**src/rtl/box_blur_3x3_edge_aware_defines.svh**
```systemverilog
// ----------------------------------------------------------------------------
// Assertion macros for the box blur block
// Shared property forms used by the RTL checks of this block.
// ----------------------------------------------------------------------------
`ifndef BOX_BLUR_3X3_EDGE_AWARE_DEFINES_SVH
`define BOX_BLUR_3X3_EDGE_AWARE_DEFINES_SVH

// Same-cycle implication, disabled while reset is asserted.
`define BBE_ASSERT_IMP(lbl, clk, rst_n, ante, cons) \
    lbl: assert property (@(posedge clk) disable iff (!rst_n) (ante) |-> (cons)) \
        else $error("box blur check failed");

// Next-cycle implication, disabled while reset is asserted.
`define BBE_ASSERT_NXT(lbl, clk, rst_n, ante, cons) \
    lbl: assert property (@(posedge clk) disable iff (!rst_n) (ante) |=> (cons)) \
        else $error("box blur check failed");

`endif

```
**src/rtl/bbe_pkg.sv**
```systemverilog
// ----------------------------------------------------------------------------
// Box blur package
// Widths, codes, control structs and the reciprocal table of the blur.
// ----------------------------------------------------------------------------
`default_nettype none
package bbe_pkg;

    localparam int MAX_WIDTH   = 1024;
    localparam int ADDR_W      = $clog2(MAX_WIDTH);
    localparam int COL_W       = 11;
    localparam int ROW_W       = 16;
    localparam int PIX_W       = 8;
    localparam int RGB_W       = 3 * PIX_W;
    localparam int CFG_W       = 16;
    localparam int COLSUM_W    = 10;
    localparam int SUM_W       = 12;
    localparam int CNT_W       = 4;
    localparam int X_W         = 13;
    localparam int RECIP_W     = 18;
    localparam int RECIP_SHIFT = 18;
    localparam int PROD_W      = X_W + RECIP_W;
    localparam int FIFO_DEPTH  = 8;
    localparam int FIFO_PTR_W  = $clog2(FIFO_DEPTH);
    localparam int FIFO_CNT_W  = FIFO_PTR_W + 1;

    typedef enum logic {
        CFG_FRAME_WIDTH  = 1'b0,
        CFG_FRAME_HEIGHT = 1'b1
    } t_cfg_idx;

    typedef enum logic {
        CMD_PIXEL = 1'b0,
        CMD_DRAIN = 1'b1
    } t_cmd;

    typedef struct packed {
        logic             pix;
        logic             drn;
        logic             emit_a;
        logic             emit_b;
        logic             last_a;
        logic             use_top;
        logic             use_bot;
        logic             c_ge1;
        logic             c_ge2;
        logic             cap0;
        logic             d_first;
        logic             d_ge1;
        logic             d_next;
        logic             hge2;
        logic [CNT_W-1:0] n_a;
        logic [CNT_W-1:0] n_b;
    } t_ctl;

    typedef struct packed {
        logic [PIX_W-1:0] red;
        logic [PIX_W-1:0] green;
        logic [PIX_W-1:0] blue;
        logic             frame_end;
    } t_res;

    // ceil(2^18 / (2*n)) for the pixel counts that can occur.
    function automatic logic [RECIP_W-1:0] recip(input logic [CNT_W-1:0] n);
        logic [RECIP_W-1:0] m;
        begin
            case (n)
                4'd1:    m = 18'd131072;
                4'd2:    m = 18'd65536;
                4'd3:    m = 18'd43691;
                4'd4:    m = 18'd32768;
                4'd6:    m = 18'd21846;
                4'd9:    m = 18'd14564;
                default: m = '0;
            endcase
            return m;
        end
    endfunction

endpackage
`default_nettype wire

```
**src/rtl/bbe_lane.sv**
```systemverilog
// ----------------------------------------------------------------------------
// Box blur channel lane
// Column sums, window sums and rounded mean for one color channel.
// ----------------------------------------------------------------------------
`default_nettype none
module bbe_lane (
    input  wire logic                      i_clk,
    input  wire bbe_pkg::t_ctl             i_ctl_b,
    input  wire bbe_pkg::t_ctl             i_ctl_c,
    input  wire logic [bbe_pkg::PIX_W-1:0] i_top,
    input  wire logic [bbe_pkg::PIX_W-1:0] i_mid,
    input  wire logic [bbe_pkg::PIX_W-1:0] i_bot,
    output logic      [bbe_pkg::PIX_W-1:0] o_mean_a,
    output logic      [bbe_pkg::PIX_W-1:0] o_mean_b
);

    logic [bbe_pkg::COLSUM_W-1:0] col;
    logic [bbe_pkg::COLSUM_W-1:0] cur_d;
    logic [bbe_pkg::COLSUM_W-1:0] cap_val;
    logic [bbe_pkg::SUM_W-1:0]    n_sa;
    logic [bbe_pkg::SUM_W-1:0]    n_sb;
    logic [bbe_pkg::X_W-1:0]      x_a;
    logic [bbe_pkg::X_W-1:0]      x_b;

    logic [bbe_pkg::COLSUM_W-1:0] r_w1;
    logic [bbe_pkg::COLSUM_W-1:0] r_w2;
    logic [bbe_pkg::COLSUM_W-1:0] r_cap0;
    logic [bbe_pkg::COLSUM_W-1:0] r_dprev;
    logic [bbe_pkg::COLSUM_W-1:0] r_dcur;
    logic [bbe_pkg::SUM_W-1:0]    r_sa;
    logic [bbe_pkg::SUM_W-1:0]    r_sb;
    logic [bbe_pkg::PROD_W-1:0]   r_prod_a;
    logic [bbe_pkg::PROD_W-1:0]   r_prod_b;

    always_comb begin
        col = (i_ctl_b.use_top ? bbe_pkg::COLSUM_W'(i_top) : '0)
            + bbe_pkg::COLSUM_W'(i_mid)
            + (i_ctl_b.use_bot ? bbe_pkg::COLSUM_W'(i_bot) : '0);
        cap_val = (i_ctl_b.hge2 ? bbe_pkg::COLSUM_W'(i_mid) : '0)
                + bbe_pkg::COLSUM_W'(i_bot);
        cur_d = i_ctl_b.d_first ? r_cap0 : r_dcur;
        if (i_ctl_b.drn) begin
            n_sa = (i_ctl_b.d_ge1 ? bbe_pkg::SUM_W'(r_dprev) : '0)
                 + bbe_pkg::SUM_W'(cur_d)
                 + (i_ctl_b.d_next ? bbe_pkg::SUM_W'(col) : '0);
        end else begin
            n_sa = bbe_pkg::SUM_W'(col) + bbe_pkg::SUM_W'(r_w1)
                 + (i_ctl_b.c_ge2 ? bbe_pkg::SUM_W'(r_w2) : '0);
        end
        n_sb = bbe_pkg::SUM_W'(col) + (i_ctl_b.c_ge1 ? bbe_pkg::SUM_W'(r_w1) : '0);
    end

    // Rounded mean: (2*sum + n) / (2*n) by reciprocal multiplication.
    always_comb begin
        x_a = {r_sa, 1'b0} + bbe_pkg::X_W'(i_ctl_c.n_a);
        x_b = {r_sb, 1'b0} + bbe_pkg::X_W'(i_ctl_c.n_b);
    end

    always_ff @(posedge i_clk) begin
        if (i_ctl_b.pix) begin
            r_w2 <= r_w1;
            r_w1 <= col;
            if (i_ctl_b.cap0) begin
                r_cap0 <= cap_val;
            end
        end
        if (i_ctl_b.drn) begin
            r_dprev <= cur_d;
            r_dcur  <= col;
        end
        r_sa     <= n_sa;
        r_sb     <= n_sb;
        r_prod_a <= bbe_pkg::PROD_W'(x_a) * bbe_pkg::PROD_W'(bbe_pkg::recip(i_ctl_c.n_a));
        r_prod_b <= bbe_pkg::PROD_W'(x_b) * bbe_pkg::PROD_W'(bbe_pkg::recip(i_ctl_c.n_b));
    end

    assign o_mean_a = r_prod_a[bbe_pkg::RECIP_SHIFT +: bbe_pkg::PIX_W];
    assign o_mean_b = r_prod_b[bbe_pkg::RECIP_SHIFT +: bbe_pkg::PIX_W];

endmodule
`default_nettype wire

```
**config.mk**
```make
export PLATFORM = sky130hd
export DESIGN_NAME = bbe_lane
export DESIGN_NICKNAME = d
export VERILOG_FILES = /design/src/rtl/box_blur_3x3_edge_aware_defines.svh /design/src/rtl/bbe_pkg.sv /design/src/rtl/bbe_lane.sv
export SDC_FILE = /design/constraint.sdc
export NUM_CORES = 1
export LEC_CHECK = 0
export BUFFER_PORTS_ARGS = -buffer_cell sky130_fd_sc_hd__buf_4
export CORE_UTILIZATION = 30
export CTS_BUF_LIST = sky130_fd_sc_hd__clkbuf_4
export DETAILED_ROUTE_END_ITERATION = 8
export PLACE_DENSITY = 0.42
export REMOVE_ABC_BUFFERS = 1
export SLEW_MARGIN = 10
export SYNTH_ARGS = -nofsm -noshare
export SYNTH_HDL_FRONTEND = slang
export SYNTH_SLANG_ARGS = --single-unit
```
**constraint.sdc**
```tcl
create_clock -name i_clk -period 14.6 [get_ports i_clk]
set_clock_uncertainty 0.1 [all_clocks]
set_input_delay 0 -clock i_clk [delete_from_list [all_inputs] [get_ports i_clk]]
set_output_delay 0 -clock i_clk [all_outputs]
set_load 0.02 [all_outputs]
```
==> key figures <==
Placement
  • IO Port Bufs: 59
  • Final GP Congestion: 0.862
  • HPWL after detailed placement: 36.4 mm
  • Post-Place Worst Slack: 7060 ps

Pwr
  • Leakage: 9.49 nW
  • Pwr dens: 130 nW/µm²
  • Worst VDD drop: 0.0546 mV

Setup path
  • Worst EP arrival: 7810 ps
  • Setup CP Type: register to register
  • WP data required: 14950 ps
  • CP Max Fanout: 8
  • Crit path capture type: register
  • CP Launch Type: register

Clocking
  • H-Tree Level Count: 3
  • Worst-skew pair later-pin latency: 600 ps
  • Clock net sink count: 88
  • Worst-path clk slew: 170 ps
  • Clock tree buffer depth: 2
  • Clock tree from TritonCTS: done
  • Setup bufs post-CTS: 0
  • Clock root buffer: clkbuf_4
  • CTS buffer count: 9
  • Resized Gates After CTS: 0

STA
  • Setup WS post-layout: 7140 ps
  • Final hold violations: 0
  • Setup TNS: 0 ps
  • Final setup vio count: 0
  • Slew Limit Fails: 0
  • Fmax: 134 MHz
  • Slew margin rel.: 0.370
  • Worst Tran Pin Value: 939 ps
  • Unrepaired setup endpoints after global routing: false
  • Tcrit/Tclk final: 0.511
  • Final hold slack: 72.0 ps
  • Post-layout min period: 7460 ps

Yosys
  • Synthesized area per cell: 9.61 µm²
  • Synth area leader: fa_1
  • YS warnings: 0
  • Synth unique cells: 69
  • Mapped Cells: 1725
  • Most area-consuming cells after synthesis: fa_1, ha_1, inv_1, edfxtp_1, dfxtp_1
  • Post-synth EDFFs: 49
  • Synth Flop Type: edfxtp_1
  • Share of the synthesized area in the top cell type: 0.402
  • Register area share after synthesis: 0.136
  • Async set or reset register ratio after synthesis: 0
  • Flop and latch count out of synthesis: 88
  • Synthesized area: 16600 µm²

Floorplanning
  • Placeable core area: 54200 µm²
  • Starting Density: 0.305
  • Die height: 237 µm
  • Die Wd: 237 µm
  • Die ar.: 56200 µm²
  • # rows: 85
  • IO Count: 85

Routing
  • Avg WL per Cell: 16.1 µm
  • Post-Route WL: 40.8 mm
  • Detailed router's first-iteration violation count: 495
  • Initial DRT Pass Iterations: 5
  • Antenna violation net count after detailed routing: 0
  • Via density: 4.40
  • DRC errors left: 0
  • Total vias in the final route: 11100

Global routing
  • All-Layer GR Usage: 0.153
  • Initial antenna violation count: 3
  • Largest net degree at the start of global routing: 39
  • Vias in the first global route: 12200
  • First-pass GRT wire length: 65.8 mm
  • Total grt overflow: 0

Layout
  • Final core occ: 0.339
  • Share of cells above drive strength 1: 0.0546
  • Layout net count: 2382
  • Area delta synth->final: 10.9%

Flow run
  • Max_cap viols: 0

Outcome
  • Status: completed

Worst hold path
  • Hold Crit Class: input port to register
cells in the final DEF (no fill, tap or decap), types with 7 or more instances in the layout:
cell type / Yosys / layout
inv_1: 486 / 486
fa_1: 333 / 333
ha_1: 153 / 153
nand2_1: 125 / 125
nor2_1: 107 / 107
and2_1: 73 / 73
buf_4: 0 / 61
xnor2_1: 57 / 57
a21oi_1: 49 / 49
edfxtp_1: 49 / 49
dfxtp_1: 39 / 39
dlygate4sd3_1: 0 / 36
xor2_1: 32 / 32
o21ai_0: 25 / 25
a21o_1: 19 / 19
nand3_1: 15 / 15
nor2b_1: 14 / 14
nor3_1: 11 / 11
nand2b_1: 9 / 9
mux2_2: 9 / 9
clkbuf_4: 0 / 9
and3_1: 8 / 8
conb_1: 2 / 8
and4_1: 7 / 7
o21a_1: 7 / 7
mux2i_1: 7 / 7
power breakdown:
group	internal (mW)	leakage (nW)	switching, mW
Sequential	0.346	0.802	0.0437
Combinational	0.755	8.61	1.10
Clock	0.0397	0.0700	0.115
Total	1.14	9.49	1.25
synthesized netlist by cell type, types with 3 or more instances:
library cell / number
mux2i_1: 7
nand3b_1: 4
a21oi_1: 49
clkbuf_1: 8
o21ai_0: 25
and2_1: 73
nand2_1: 125
o21a_1: 7
or2_2: 6
o21bai_1: 6
nor2b_1: 14
nor2_1: 107
edfxtp_1: 49
a211oi_1: 6
inv_1: 486
nand2b_1: 9
xnor2_1: 57
ha_1: 153
a2111oi_0: 4
mux2_2: 9
xor2_1: 32
nand3_1: 15
and4_1: 7
o22ai_1: 3
nor3_1: 11
fa_1: 333
and3_1: 8
nor4_1: 3
a21o_1: 19
dfxtp_1: 39
what timing repair did:
item,4_1_cts,5_1_grt
endpoints found under the hold margin,94,0
endpoints found under the setup margin,0,0
hold buffers,36,0
per-stage QoR:
step	instances	total power [mW]	instance area, µm²
after floorplan	1719	1.74	16500
after global placement	2476	2.26	17900
after detailed placement	2476	2.27	17900
after CTS	2528	2.46	18400
after global routing	2530	2.72	18400
final	2530	2.39	18400
per-layer routing:
metal | global-route usage | routed length (µm) | vias to the layer above
met3 | 0.0159 | 1170 | 31
met2 | 0.251 | 18900 | 170
met4 | 0.0409 | 681 | 0
li1 | - | - | 5408
met5 | 0 | 0 | -
met1 | 0.213 | 20000 | 5513
cell type report:
| type | count | area (µm²) |
|---|---|---|
| antenna | 2 | 5.00 |
| clock buffer | 9 | 67.6 |
| fill | 5663 | 35900 |
| multi-input combinational | 1142 | 12400 |
| timing repair buffer | 97 | 818 |
| clock inverter | 7 | 68.8 |
| inverter | 489 | 1840 |
| sequential | 88 | 2250 |
| tap | 696 | 871 |
flip-flops by register name (all words and copies together) (netlist names):
| register | count |
|---|---|
| r_cap0 | 9 |
| r_sa | 12 |
| r_prod_a | 8 |
| r_w2 | 10 |
| r_w1 | 10 |
| r_prod_b | 8 |
| r_dprev | 10 |
| r_sb | 11 |
| r_dcur | 10 |
logic make-up (layout without fill, tap and decap cells):
family	after synthesis	after routing	share of synthesized area
compound gates	147	147	0.0583
other cells	2	10	0.000453
buf+inv	501	602	0.114
xor+xnor	89	89	0.0470
flops	88	88	0.136
simple gates	396	396	0.116
fa+ha+maj	486	486	0.518
mux	16	16	0.0103
critical path: stages, from the launching register on:
cell,delay (ps)
dfxtp_1,410
ha_1,240
a21o_1,170
a21oi_1,490
nor2_1,130
xor2_1,650
and2_1,300
inv_1,70
fa_1,490
inv_1,90
fa_1,490
inv_1,60
fa_1,530
inv_1,50
fa_1,520
inv_1,60
fa_1,480
inv_1,50
ha_1,290
a21oi_1,160
o211ai_1,100
a21oi_1,480
a211oi_2,190
o41a_1,440
a21o_1,200
xnor2_1,110
path summary, 6_finish.rpt:
kind | slack [ps] | start | endpoint | cells past startpoint
setup / recovery | 7140 | r_sb[1] | r_prod_b[25] | 25
hold / removal | 70 | i_ctl_b[13] | r_sa[11] | 5
setup reg to reg | 7140 | r_sb[1] | r_prod_b[25] | 25
hold reg to reg | 350 | r_w1[7] | r_w2[7] | 0
Note: power is estimated with default switching activity, not from simulation.
