===== src/rtl/box_blur_3x3_edge_aware_defines.svh =====
// ----------------------------------------------------------------------------
// Assertion macros for the box blur block
// Shared property forms used by the RTL checks of this block.
// ----------------------------------------------------------------------------
`ifndef BOX_BLUR_3X3_EDGE_AWARE_DEFINES_SVH
`define BOX_BLUR_3X3_EDGE_AWARE_DEFINES_SVH

// Same-cycle implication, disabled while reset is asserted.
`define BBE_ASSERT_IMP(lbl, clk, rst_n, ante, cons) \
    lbl: assert property (@(posedge clk) disable iff (!rst_n) (ante) |-> (cons)) \
        else $error("box blur check failed");

// Next-cycle implication, disabled while reset is asserted.
`define BBE_ASSERT_NXT(lbl, clk, rst_n, ante, cons) \
    lbl: assert property (@(posedge clk) disable iff (!rst_n) (ante) |=> (cons)) \
        else $error("box blur check failed");

`endif


===== src/rtl/bbe_pkg.sv =====
// ----------------------------------------------------------------------------
// Box blur package
// Widths, codes, control structs and the reciprocal table of the blur.
// ----------------------------------------------------------------------------
`default_nettype none
package bbe_pkg;

    localparam int MAX_WIDTH   = 1024;
    localparam int ADDR_W      = $clog2(MAX_WIDTH);
    localparam int COL_W       = 11;
    localparam int ROW_W       = 16;
    localparam int PIX_W       = 8;
    localparam int RGB_W       = 3 * PIX_W;
    localparam int CFG_W       = 16;
    localparam int COLSUM_W    = 10;
    localparam int SUM_W       = 12;
    localparam int CNT_W       = 4;
    localparam int X_W         = 13;
    localparam int RECIP_W     = 18;
    localparam int RECIP_SHIFT = 18;
    localparam int PROD_W      = X_W + RECIP_W;
    localparam int FIFO_DEPTH  = 8;
    localparam int FIFO_PTR_W  = $clog2(FIFO_DEPTH);
    localparam int FIFO_CNT_W  = FIFO_PTR_W + 1;

    typedef enum logic {
        CFG_FRAME_WIDTH  = 1'b0,
        CFG_FRAME_HEIGHT = 1'b1
    } t_cfg_idx;

    typedef enum logic {
        CMD_PIXEL = 1'b0,
        CMD_DRAIN = 1'b1
    } t_cmd;

    typedef struct packed {
        logic             pix;
        logic             drn;
        logic             emit_a;
        logic             emit_b;
        logic             last_a;
        logic             use_top;
        logic             use_bot;
        logic             c_ge1;
        logic             c_ge2;
        logic             cap0;
        logic             d_first;
        logic             d_ge1;
        logic             d_next;
        logic             hge2;
        logic [CNT_W-1:0] n_a;
        logic [CNT_W-1:0] n_b;
    } t_ctl;

    typedef struct packed {
        logic [PIX_W-1:0] red;
        logic [PIX_W-1:0] green;
        logic [PIX_W-1:0] blue;
        logic             frame_end;
    } t_res;

    // ceil(2^18 / (2*n)) for the pixel counts that can occur.
    function automatic logic [RECIP_W-1:0] recip(input logic [CNT_W-1:0] n);
        logic [RECIP_W-1:0] m;
        begin
            case (n)
                4'd1:    m = 18'd131072;
                4'd2:    m = 18'd65536;
                4'd3:    m = 18'd43691;
                4'd4:    m = 18'd32768;
                4'd6:    m = 18'd21846;
                4'd9:    m = 18'd14564;
                default: m = '0;
            endcase
            return m;
        end
    endfunction

endpackage
`default_nettype wire


===== src/rtl/bbe_if.sv =====
// ----------------------------------------------------------------------------
// Box blur stream interfaces
// Valid/ready channels for input words and blurred result words.
// ----------------------------------------------------------------------------
`default_nettype none


interface bbe_out_if;
    logic                      valid;
    logic                      ready;
    logic [bbe_pkg::PIX_W-1:0] out_red;
    logic [bbe_pkg::PIX_W-1:0] out_green;
    logic [bbe_pkg::PIX_W-1:0] out_blue;
    logic                      frame_end;

    modport source (output valid, out_red, out_green, out_blue, frame_end, input ready);
    modport sink   (input valid, out_red, out_green, out_blue, frame_end, output ready);
endinterface
`default_nettype wire


===== src/rtl/bbe_out_fifo.sv =====
// ----------------------------------------------------------------------------
// Box blur result queue
// Merges up to two lane results per cycle; one word out per cycle when ready.
// ----------------------------------------------------------------------------
`default_nettype none
module bbe_out_fifo (
    input  wire logic                           i_clk,
    input  wire logic                           i_rst_n,
    input  wire logic                           i_push_a,
    input  wire bbe_pkg::t_res                  i_data_a,
    input  wire logic                           i_push_b,
    input  wire bbe_pkg::t_res                  i_data_b,
    output logic      [bbe_pkg::FIFO_CNT_W-1:0] o_count,
    bbe_out_if.source                           o_pix
);

    bbe_pkg::t_res                  r_mem [bbe_pkg::FIFO_DEPTH];
    logic [bbe_pkg::FIFO_PTR_W-1:0] r_wp;
    logic [bbe_pkg::FIFO_PTR_W-1:0] r_rp;
    logic [bbe_pkg::FIFO_CNT_W-1:0] r_cnt;
    logic [bbe_pkg::FIFO_PTR_W-1:0] wp_b;
    logic                           pop;

    assign pop  = o_pix.valid & o_pix.ready;
    assign wp_b = i_push_a ? r_wp + 1'b1 : r_wp;

    always_ff @(posedge i_clk) begin
        if (!i_rst_n) begin
            r_wp  <= '0;
            r_rp  <= '0;
            r_cnt <= '0;
        end else begin
            r_wp  <= r_wp + bbe_pkg::FIFO_PTR_W'(i_push_a) + bbe_pkg::FIFO_PTR_W'(i_push_b);
            r_rp  <= r_rp + bbe_pkg::FIFO_PTR_W'(pop);
            r_cnt <= r_cnt + bbe_pkg::FIFO_CNT_W'(i_push_a) + bbe_pkg::FIFO_CNT_W'(i_push_b)
                   - bbe_pkg::FIFO_CNT_W'(pop);
        end
    end

    always_ff @(posedge i_clk) begin
        if (i_push_a) begin
            r_mem[r_wp] <= i_data_a;
        end
        if (i_push_b) begin
            r_mem[wp_b] <= i_data_b;
        end
    end

    assign o_count         = r_cnt;
    assign o_pix.valid     = (r_cnt != '0);
    assign o_pix.out_red   = r_mem[r_rp].red;
    assign o_pix.out_green = r_mem[r_rp].green;
    assign o_pix.out_blue  = r_mem[r_rp].blue;
    assign o_pix.frame_end = r_mem[r_rp].frame_end;

endmodule
`default_nettype wire


===== src/flat_wrapper.sv =====
// flat-port wrapper written by rule: the top's interface ports become plain ports
module bbe_out_fifo_flat 
  (i_clk, i_rst_n, i_push_a, i_data_a, i_push_b, i_data_b, o_count, o_pix_valid, o_pix_out_red, o_pix_out_green, o_pix_out_blue, o_pix_frame_end, o_pix_ready);
  bbe_out_if o_pix_i ();
  input  wire logic i_clk;
  input  wire logic i_rst_n;
  input  wire logic i_push_a;
  input  wire bbe_pkg::t_res i_data_a;
  input  wire logic i_push_b;
  input  wire bbe_pkg::t_res i_data_b;
  output logic      [bbe_pkg::FIFO_CNT_W-1:0] o_count;
  output wire logic [$bits(o_pix_i.valid)-1:0] o_pix_valid;
  output wire logic [$bits(o_pix_i.out_red)-1:0] o_pix_out_red;
  output wire logic [$bits(o_pix_i.out_green)-1:0] o_pix_out_green;
  output wire logic [$bits(o_pix_i.out_blue)-1:0] o_pix_out_blue;
  output wire logic [$bits(o_pix_i.frame_end)-1:0] o_pix_frame_end;
  input wire logic [$bits(o_pix_i.ready)-1:0] o_pix_ready;
  assign o_pix_valid = o_pix_i.valid;
  assign o_pix_out_red = o_pix_i.out_red;
  assign o_pix_out_green = o_pix_i.out_green;
  assign o_pix_out_blue = o_pix_i.out_blue;
  assign o_pix_frame_end = o_pix_i.frame_end;
  assign o_pix_i.ready = o_pix_ready;
  bbe_out_fifo u_core (.i_clk(i_clk), .i_rst_n(i_rst_n), .i_push_a(i_push_a), .i_data_a(i_data_a), .i_push_b(i_push_b), .i_data_b(i_data_b), .o_count(o_count), .o_pix(o_pix_i));
endmodule

===== config.mk =====
export PLATFORM = sky130hd
export DESIGN_NAME = bbe_out_fifo_flat
export DESIGN_NICKNAME = d
export VERILOG_FILES = /design/src/rtl/box_blur_3x3_edge_aware_defines.svh /design/src/rtl/bbe_pkg.sv /design/src/rtl/bbe_if.sv /design/src/rtl/bbe_out_fifo.sv /design/src/flat_wrapper.sv
export SDC_FILE = /design/constraint.sdc
export NUM_CORES = 1
export LEC_CHECK = 0
export BUFFER_PORTS_ARGS = -buffer_cell sky130_fd_sc_hd__buf_2
export CELL_PAD_IN_SITES_DETAIL_PLACEMENT = 1
export CELL_PAD_IN_SITES_GLOBAL_PLACEMENT = 1
export CORE_UTILIZATION = 35
export CTS_BUF_LIST = sky130_fd_sc_hd__clkbuf_8
export DETAILED_ROUTE_END_ITERATION = 16
export PLACE_DENSITY = 0.62
export SLEW_MARGIN = 20
export SYNTH_ARGS = -nofsm -noshare
export SYNTH_HDL_FRONTEND = slang
export SYNTH_SLANG_ARGS = --single-unit
export TNS_END_PERCENT = 20

===== constraint.sdc =====
create_clock -name i_clk -period 3.3 [get_ports i_clk]
set_input_delay 0.165 -clock i_clk [delete_from_list [all_inputs] [get_ports i_clk]]
set_output_delay 0.165 -clock i_clk [all_outputs]
set_load 0.02 [all_outputs]

==> run_results.csv <==
group,metric,value,unit
floorplanning,coreArea,0.02995,mm²
timing,fin_worst_skew,20.71,ps
routing,antenna_left,0,
layout,fillers,3076,
synth,yosysWarnings,0,
synth,synth_top_area_frac,0.5587,
layout,final_cell_area,0.01226,mm²
pwr,combPwrFrac,0.308,
floorplanning,start_util,0.3589,
synth,synth_top_family_by_area,"compound AO/OA/AOI/OAI gates",
status,outcome,"completed",
clock_tree,clk_latency,530,ps
place,io_buffers,84,
synth,synthFlopType,"edfxtp_1",
place,globalplace.congestion,0.8209,
worst_setup_path,crit_type,"reg2reg",
worst_setup_path,cp_max_fo,52,
routing,drt_iter0_drc,641,
worst_setup_path,cp_cell_sequence,"ha_1 > and4b_1 > a211oi_4 > buf_4 > nand2b_1 > buf_4 > o2bb2ai_1",
worst_setup_path,crit_family,"buffers and inverters",
pwr,switching_power,2.657,mW
clock_tree,cts_made_buffers,37,
place,hpwlAfterDp,20960,µm
routing,drt_first_pass_iters,5,
synth,async_flop_share,0,
routing,drt_wl_total,32170,µm
synth,synthesis.area,0.01075,mm²
synth,syn-instance-count,715,
synth,yosys.area_share.simple,0.04493,
grt,grt_max_degree,53,
place,dpl.cell_count,1135,
pwr,power_switching_share,0.3281,
floorplanning,io_pins,85,
grt,grt_pass1_vias,7923,
routing,wl_per_cell,26.69,µm
synth,synth.net_count,781,
clock_tree,path_clk_slew,60,ps
timing,finalSetupTns,0,ps
layout,drive_gt1_frac,0.3256,
synth,synth-compound-area-share,0.1794,
timing,rsz0062_at_grt,"no",
synth,synthTopCellsByCount,"edfxtp_1 (200), o2bb2ai_1 (200), mux4_2 (50), nand2_1 (50), buf_1 (31)",
pwr,ir_drop,0.5066,mV
grt,gr-usage-all-layers,0.2104,
layout,nets,851,
synth,yosys-mux-area-fraction,0.1319,
pwr,power_density,660.4,mW/mm²
synth,synth_xor_area_frac,0.002444,
worst_setup_path,worstSetupStartpointType,"flip-flop",
grt,grt_pass1_wl,48440,µm
pwr,p_leak,4.031,nW
timing,finalCritPeriodShare,0.9118,
floorplanning,die_h,177.3,µm
worst_setup_path,slowest_delay,650,ps
clock_tree,clockBufferDepth,3,
clock_tree,clkSinkCount,210,
pwr,seqPwrFrac,0.424,
worst_setup_path,crit_slowest_cell,"dfxtp_1",
layout,syn2layout_area_growth,14.08,%
timing,fin_crit,3009,ps
timing,tightest_slew,887.3,ps
pwr,internal-power,5.442,mW
layout,post-route-util,0.4094,
synth,syn-mean-instance-area,15.04,µm²
min_path,hp-class,"in2reg",
clock_tree,htreeDepth,2,
timing,relSlewSlack,0.4084,
floorplanning,die_w,177.3,µm
timing,hold_viol_final,0,
synth,synth_area_leader_cell,"edfxtp_1",
grt,antenna_found_initial,1,
routing,post-route-drc-count,0,
synth,yosysSeqAreaShare,0.5773,
worst_setup_path,cpMostUsedCell,"buf_4",
synth,synth_fa_ha_area_frac,0.01490,
worst_setup_path,critPathRequiredTime,3660,ps
synth,synth-seq-cells,210,
synth,synth_area_leaders,"edfxtp_1 (56%), o2bb2ai_1 (16%), mux4_2 (10%)",
place,placed_area,0.01159,mm²
pwr,pwr-share-clk,0.268,
routing,routed_via_density,5.977,
timing,timing_max_transition_violations_final,0,
routing,vias,7202,
floorplanning,rows,63,
job,drv_cap,0,
clock_tree,cts-root-buf,"clkbuf_8",
floorplanning,die_area,0.03142,mm²
grt,grt_overflow_total,0,
clock_tree,cts_tree,"built",
timing,setup_viol,0,
worst_setup_path,critPathArrivalTime,3360,ps
worst_setup_path,crit_path_end_kind,"flip-flop",
synth,synth_edf_count,200,
worst_setup_path,crit_buf_inv,2,
layout,layoutNonFillerInstCount,1205,
synth,synth_cell_types,41,
timing,clock.fmax,332.3,MHz
==> power by group through the flow <==
| stage | clock network [mW] | registers (mW) | logic (mW) |
|---|---|---|---|
| after detailed placement | 0 | 3.50 | 2.51 |
| after global placement | 0 | 3.48 | 2.45 |
| after CTS | 2.21 | 3.45 | 2.52 |
| final | 2.17 | 3.44 | 2.49 |
| after global routing | 2.33 | 3.47 | 2.67 |
| after floorplan | 0 | 3.39 | 1.78 |
==> cells in the final DEF (no fill, tap or decap), types with 4 or more instances in the layout <==
cell       instances
dfxtp_1            8
clkinv_2           4
nand2b_1           8
buf_12             6
o2111ai_1          4
clkbuf_8          39
o2bb2ai_1        200
edfxtp_1         200
nand2_1           50
mux2_2            25
o21ai_2            8
nor2b_1            4
clkinv_1          10
buf_2             84
ha_1               8
mux4_2            50
and2_1             8
inv_1             22
buf_4             35
==> final cells by class <==
type                    instances  area, µm²  area share
multi-input cells             400       4054      0.3305
diodes                          1      2.502   0.0002040
flip-flops and latches        210       6211      0.5064
clock buffers                  39      536.8     0.04377
repair buffers                126      813.3     0.06631
inverters                      10      37.54    0.003061
clock inverters                29      121.4    0.009896
well taps                     390      488.0     0.03979
==> sequential cells by signal, summed over array words and instances (netlist names) <==
signal,flops
u_core.r_mem,200
u_core.o_count,4
u_core.r_rp,3
u_core.r_wp,3
==> through the flow <==
stage / setup WS, ps / total power [mW] / hold WS, ps
floorplan: 10.76 / 5.165 / 282.7
global placement: 537.9 / 5.927 / 495.4
detailed placement: 356.0 / 6.008 / 512.2
CTS: 321.4 / 8.177 / 6.733
global route: 93.22 / 8.467 / 19.08
finish: 290.9 / 8.099 / 26.29
==> per-layer routing <==
| layer | vias to the layer above | GRT usage | routed length [µm] |
|---|---|---|---|
| li1 | 3105 | - | - |
| met2 | 281 | 0.3522 | 15980 |
| met4 | 0 | 0.08084 | 919 |
| met1 | 3740 | 0.2695 | 13370 |
| met5 | - | 0 | 0 |
| met3 | 76 | 0.03930 | 1900 |
==> worst paths after layout <==
| check | startpoint | end | slack (ps) | cells past startpoint |
|---|---|---|---|---|
| min | i_data_a[5] | u_core.r_mem[5][5] | 30 | 2 |
| min reg2reg | u_core.r_rp[2] | u_core.r_rp[2] | 600 | 2 |
| max reg2reg | u_core.r_wp[0] | u_core.r_mem[4][20] | 290 | 7 |
| max | u_core.r_wp[0] | u_core.r_mem[4][20] | 290 | 7 |
==> cell families (layout without fill, tap and decap cells) <==
family          Yosys count  in the layout
fa+ha+maj                11             11
flops                   210            210
xor+xnor                  3              3
simple gates             89             89
buf+inv                 105            204
other cells               0              1
compound gates          221            221
mux                      76             76
==> timing repair <==
| action | in CTS | in global routing |
|---|---|---|
| hold buffers | 1 | 0 |
| endpoints found under the hold margin | 8 | 0 |
| buffers inserted | 0 | 0 |
| resized for setup | 0 | 0 |
| setup endpoints to repair | 0 | 0 |
(Power assumes the default switching activity.)
